==> config.mk <==
export PLATFORM = sky130hd
export DESIGN_NAME = rgbds_fifo
export DESIGN_NICKNAME = d
export VERILOG_FILES = /design/src/rgbds_pkg.sv /design/src/rgbds_fifo.sv
export SDC_FILE = /design/constraint.sdc
export NUM_CORES = 1
export LEC_CHECK = 0
export ABC_CLOCK_PERIOD_IN_PS = 2450
export BUFFER_PORTS_ARGS = -buffer_cell sky130_fd_sc_hd__buf_4
export CORE_MARGIN = 5
export CORE_UTILIZATION = 45
export CTS_CLUSTER_SIZE = 20
export DETAILED_ROUTE_END_ITERATION = 8
export GPL_ROUTABILITY_DRIVEN = 0
export MAX_ROUTING_LAYER = met4
export PLACE_DENSITY = 0.7
export SYNTH_ARGS = -nofsm -noshare
export SYNTH_HDL_FRONTEND = slang
export SYNTH_SLANG_ARGS = --single-unit
==> constraint.sdc <==
create_clock -name clk -period 2.45 [get_ports clk]
set_clock_uncertainty 0.2 [all_clocks]
set_input_delay 0 -clock clk [delete_from_list [all_inputs] [get_ports clk]]
set_output_delay 0 -clock clk [all_outputs]
set_load 0.005 [all_outputs]
==> src/rgbds_pkg.sv <==
// ----------------------------------------------------------------------------
// rgbds_pkg: shared types and constants of the RGB565 downscaler
// Field widths, register indexes and reset values, color weights, queue types.
// ----------------------------------------------------------------------------
`timescale 1ns / 1ps
`default_nettype none

package rgbds_pkg;

  localparam int MAX_DIM_DEFAULT = 1024;

  localparam int BYTE_W   = 8;
  localparam int COORD_W  = 10;
  localparam int CFG_W    = 11;
  localparam int RED_W    = 13;
  localparam int GREEN_W  = 14;
  localparam int BLUE_W   = 12;

  // luma-style weights applied to the expanded 8-bit channels
  localparam logic [RED_W-1:0]   RED_WEIGHT   = RED_W'(30);
  localparam logic [GREEN_W-1:0] GREEN_WEIGHT = GREEN_W'(59);
  localparam logic [BLUE_W-1:0]  BLUE_WEIGHT  = BLUE_W'(11);

  localparam int CFG_INDEX_W = 2;
  localparam logic [CFG_INDEX_W-1:0] REG_SRC_WIDTH  = 2'd0;
  localparam logic [CFG_INDEX_W-1:0] REG_SRC_HEIGHT = 2'd1;
  localparam logic [CFG_INDEX_W-1:0] REG_DST_WIDTH  = 2'd2;
  localparam logic [CFG_INDEX_W-1:0] REG_DST_HEIGHT = 2'd3;

  localparam logic [CFG_W-1:0] SRC_WIDTH_RESET  = CFG_W'(160);
  localparam logic [CFG_W-1:0] SRC_HEIGHT_RESET = CFG_W'(120);
  localparam logic [CFG_W-1:0] DST_WIDTH_RESET  = CFG_W'(64);
  localparam logic [CFG_W-1:0] DST_HEIGHT_RESET = CFG_W'(64);

  localparam int FIFO_DEPTH = 4;
  localparam int PTR_W      = $clog2(FIFO_DEPTH);
  localparam int CNT_W      = PTR_W + 1;

  typedef struct packed {
    logic [CFG_W-1:0] src_width;
    logic [CFG_W-1:0] src_height;
    logic [CFG_W-1:0] dst_width;
    logic [CFG_W-1:0] dst_height;
  } cfg_regs_t;

  // one selected pixel, queued between selector and color stage
  typedef struct packed {
    logic [BYTE_W-1:0]  first_byte;
    logic [BYTE_W-1:0]  second_byte;
    logic [COORD_W-1:0] dest_col;
    logic [COORD_W-1:0] dest_row;
    logic               last_of_frame;
  } pick_t;

  typedef struct packed {
    logic             full;
    logic             empty;
    logic [CNT_W-1:0] count;
  } fifo_stat_t;

endpackage

`default_nettype wire

==> src/rgbds_fifo.sv <==
// ----------------------------------------------------------------------------
// rgbds_fifo: selected-pixel queue
// Short register queue decoupling the selector from the color stage.
// ----------------------------------------------------------------------------
`timescale 1ns / 1ps
`default_nettype none

module rgbds_fifo import rgbds_pkg::*; (
  input  wire logic  clk,
  input  wire logic  rst,
  input  wire logic  push,
  input  wire pick_t wr_entry,
  input  wire logic  pop,
  output pick_t      rd_entry,
  output fifo_stat_t stat
);

  pick_t            mem [FIFO_DEPTH];
  logic [PTR_W-1:0] wr_ptr, rd_ptr;
  logic [CNT_W-1:0] count;

  assign rd_entry   = mem[rd_ptr];
  assign stat.count = count;
  assign stat.full  = (count == CNT_W'(FIFO_DEPTH));
  assign stat.empty = (count == '0);

  always_ff @(posedge clk) begin
    if (push) begin
      mem[wr_ptr] <= wr_entry;
    end
  end

  // depth is a power of two, pointers wrap naturally
  always_ff @(posedge clk) begin
    if (rst) begin
      wr_ptr <= '0;
      rd_ptr <= '0;
      count  <= '0;
    end else begin
      if (push) wr_ptr <= wr_ptr + 1'b1;
      if (pop)  rd_ptr <= rd_ptr + 1'b1;
      if (push && !pop)      count <= count + 1'b1;
      else if (pop && !push) count <= count - 1'b1;
    end
  end

endmodule

`default_nettype wire

### After elaboration in Yosys (flattened, before gate mapping)

Memory sizes are Yosys's and may differ from the RTL's. A register that Yosys moved wholly into a read port is not among the register bits.
Index checks and enable logic that the tools add are counted.

* flip-flop bits (word level): 7
* bits in writable memories: 148
* bits of input ports: 41
* output and inout bits: 42
* word-level logic and storage cells: 21
* memories: 1

* add/subtract/negate cells: 4
* equality and inequality tests: 1
* mux-type cells: 6
* reduce and logical (&&, ||, !) cells: 6

Memory list
* mem: depth 4, bits a word 37, read ports 1, clocked after Yosys merged registers in 1, wr ports 1, line rgbds_fifo.sv:18 `pick_t mem [FIFO_DEPTH];`

Operators by type and width (number)
* 3-bit 2-to-1 mux: 2
* 2-bit by 1-bit adder with 2-bit output (second input constant): 2
* 2-bit 2-to-1 mux: 2
* 3-bit by 1-bit adder with 3-bit output (second input constant): 1
* 3-bit equality test (second input constant): 1
* 3-bit logical NOT: 1
* 3-bit by 1-bit subtractor with 3-bit output (second input constant): 1
* 1-bit logical AND: 2
* 1-bit logical NOT: 2
* 1-bit 2-to-1 mux: 2
* 2-bit nonzero test: 1

### Logic depth before layout (Yosys ltp)

* word-level depth: 4
* mapped depth: 7
* depth with buffers taken out: 7

### Worst setup path after synthesis

Ideal clock, no wire load.

* path type: register to register
* start point: register wr_ptr[0]
* end point: memory mem[2][0] in the netlist's numbering (enable)
* setup time: 0.398 ns
* data arrival time: 1.444 ns
* slack: 0.409 ns
* stages on the path, launching flop included: 4
* buffers on the path: 0
* clock period less this slack: 2.041 ns
* cell sequence: dfxtp_1 -> inv_1 -> ha_1 -> and2_1

RTL lines
* from (decl): line rgbds_fifo.sv:19 `logic [PTR_W-1:0] wr_ptr, rd_ptr;`
* from (signal assigned): line rgbds_fifo.sv:40 `if (push) wr_ptr <= wr_ptr + 1'b1;`
* to (decl): line rgbds_fifo.sv:18

No word-level cell before the write port.

==> impl_metrics.ini <==
[status]
status = finished clean

[floorplanning]
die_h_um = 124
die_x_um = 124
die-area_mm2 = 0.0153
coreArea_mm2 = 0.0127
initial_core_util_pct = 46.0
core.rowCount = 41
io_pins = 83

[synthesis]
ys_ff_latch = 157
syn_avg_cell_area_um2 = 24.6
syn-cell-area_mm2 = 0.00582
synthesis.nets = 284
yosysWarningCount = 0
synth-edff-count = 148
synth_top_flop_cell = edfxtp_1
yosys.area.top_type = edfxtp_1
yosysUniqueCellTypes = 23
synth_cells = 237
netlist_top_cells_area = edfxtp_1 (76%), mux4_2 (12%), mux4_1 (3.2%)
synth-seq-area-share_pct = 79.4
synthArstFlopShare_pct = 0
synth_top_area_share_pct = 76.3

[sta]
final.setup.tns_ps = 0
finalSetupViolCount = 0
layout_setup_ws_ps = 378
period_needed_ps = 2070
slew_violations = 0
timing.final.crit_share_pct = 84.6
rsz0062_at_grt = no
max_freq_ghz = 0.483
max_slew_margin_pct = 64.5
tightest_slew_ps = 532
hold_viol = 0

[placement]
dp_slack_ps = 593
port_buffers = 82
dp.final_hpwl_um = 6460

[worst_setup_path]
crit_path_end_kind = primary output
start_kind = flip-flop
path_delay_family = multiplexers
critPathSlowestCell = mux4_1
setup.worst_path.class = reg2out
arrival_ps = 1870
path_cells = buf_12 > mux4_1 > buf_4
required_ps = 2250
path_max_fanout = 37
worst-path-buf-inv = 2
cp_slowest_stage_delay_ps = 650

[clock_tree]
post_cts_resized = 0
htreeDepth = 4
clock_path_buffers = 2
clock_latency_ps = 410
path_clk_slew_ps = 60
cts_tree = yes
post_cts_buffers = 0
ctsHoldBuffers = 42
clock_sinks = 157
cts-buffers-inserted = 17
cts_root_buf = clkbuf_16

[detailed_routing]
firstDrtPassIters = 4
routed_via_density = 4.95
ant_nets = 0
first_iter_violations = 215
routed_wl_um = 10500
wl_per_cell_um = 18.6
drcViolationCount = 0
vias = 2801

[grt]
grt_use_total_pct = 15.6
grt_pass1_vias = 3094
grt_max_degree = 38
antenna_found_initial = 1
grt_overflow = 0
grt_first_pass_wirelength_um = 16600

[finish]
fillers = 930
drive_gt1_share_pct = 39.4
area_growth_pct = 31.4
nets = 427

[power_and_ir_drop]
ir_worst_vdd_mv = 0.562
power.leakage_nw = 2.69
powerDensity_mw_per_mm2 = 821

[min_path]
hold_class = in2reg

[job]
maxCapViolations = 0
==> synthesized netlist by cell type, types with 2 or more instances <==
library cell and n:
buf_2 3, mux2i_1 2, dfxtp_1 9, inv_1 4, and2_1 4, edfxtp_1 148
ha_1 5, nor2_1 7, mux4_1 7, xor2_1 3, mux4_2 30, xnor2_1 2
buf_12 3
==> metal layers <==
layer	global-route usage [%]	share of wire, %	vias up
met2	23.6	49	74
met3	5.90	6.1	6
met4	4.78	0.81	0
li1	-	-	1283
met1	19.9	44	1438
met5	-	0	-
==> final timing paths <==
check,startpoint,endpoint,slack [ps],depth (start not counted)
worst max register to register,wr_ptr[0],mem[0][27],570,4
worst max-delay path,flip-flop,rd_entry[33],380,3
worst min register to register,count[2],count[2],340,2
worst min-delay path,wr_entry[11],mem[1][11],130,2
==> layout by cell type, fill, tap and decap left out, types with 2 or more instances in the layout <==
cell,instances
edfxtp_1,148
buf_4,88
dlygate4sd3_1,42
mux4_2,30
clkbuf_16,17
mux4_1,7
nor2_1,7
dfxtp_1,7
clkinv_2,6
ha_1,5
inv_1,4
and2_2,4
xor2_1,3
buf_12,3
xnor2_1,2
mux2i_1,2
dfxtp_2,2
clkinv_1,2
bufinv_16,2
clkbuf_1,2
inv_6,2
==> cell type report <==
class | instances | area [um2] | share of cell area, %
Antenna cell | 1 | 2.50 | 0.0327
Tap cell | 172 | 215 | 2.81
Inverter | 4 | 15.0 | 0.196
Sequential cell | 157 | 4630 | 60.5
Clock inverter | 13 | 123 | 1.60
Timing Repair Buffer | 133 | 1140 | 14.9
Clock buffer | 19 | 433 | 5.66
Multi-Input combinational cell | 67 | 1090 | 14.3
==> state kept, by name (all words and copies together) (netlist names), named ones only <==
signal  cells
rd_ptr      2
count       3
mem       148
wr_ptr      2
==> cells by family (layout without fill, tap and decap cells) <==
logic type | count (synthesis) | after routing | synth area share [%]
flops | 157 | 157 | 79.4
other cells | 0 | 1 | 0
xor+xnor | 5 | 5 | 0.752
fa+ha+maj | 6 | 6 | 1.42
compound gates | 2 | 2 | 0.172
mux | 39 | 39 | 15.1
buf+inv | 13 | 169 | 1.89
simple gates | 15 | 15 | 1.27
==> worst register-to-register path, cell delays in order, from the launching register on <==
cell,delay [ps]
dfxtp_1,340
inv_1,100
ha_1,170
and2_2,430
buf_4,320
==> power breakdown <==
part	leakage (nW)	internal (mW)	total [mW]	switching [mW]
Clock	0.276	1.49	2.46	0.979
Sequential	1.43	3.08	3.12	0.0424
Combinational	0.982	0.399	0.694	0.295
Total	2.69	4.96	6.28	1.32
==> per-stage QoR <==
step | cell area [um2] | util [%] | instances | hold slack (ps) | total power [mW]
2_1_floorplan | 5820 | - | 237 | -101 | 3.50
3_3_place_gp | 6670 | 52.7 | 491 | 1.10 | 3.81
3_5_place_dp | 6670 | 52.7 | 491 | 3.56 | 3.83
4_1_cts | 7650 | 60.4 | 565 | 108 | 6.35
5_1_grt | 7650 | 60.4 | 566 | 125 | 6.52
6_report | 7650 | 60.4 | 566 | 129 | 6.28
No activity file was read; power rests on OpenSTA's default activity.
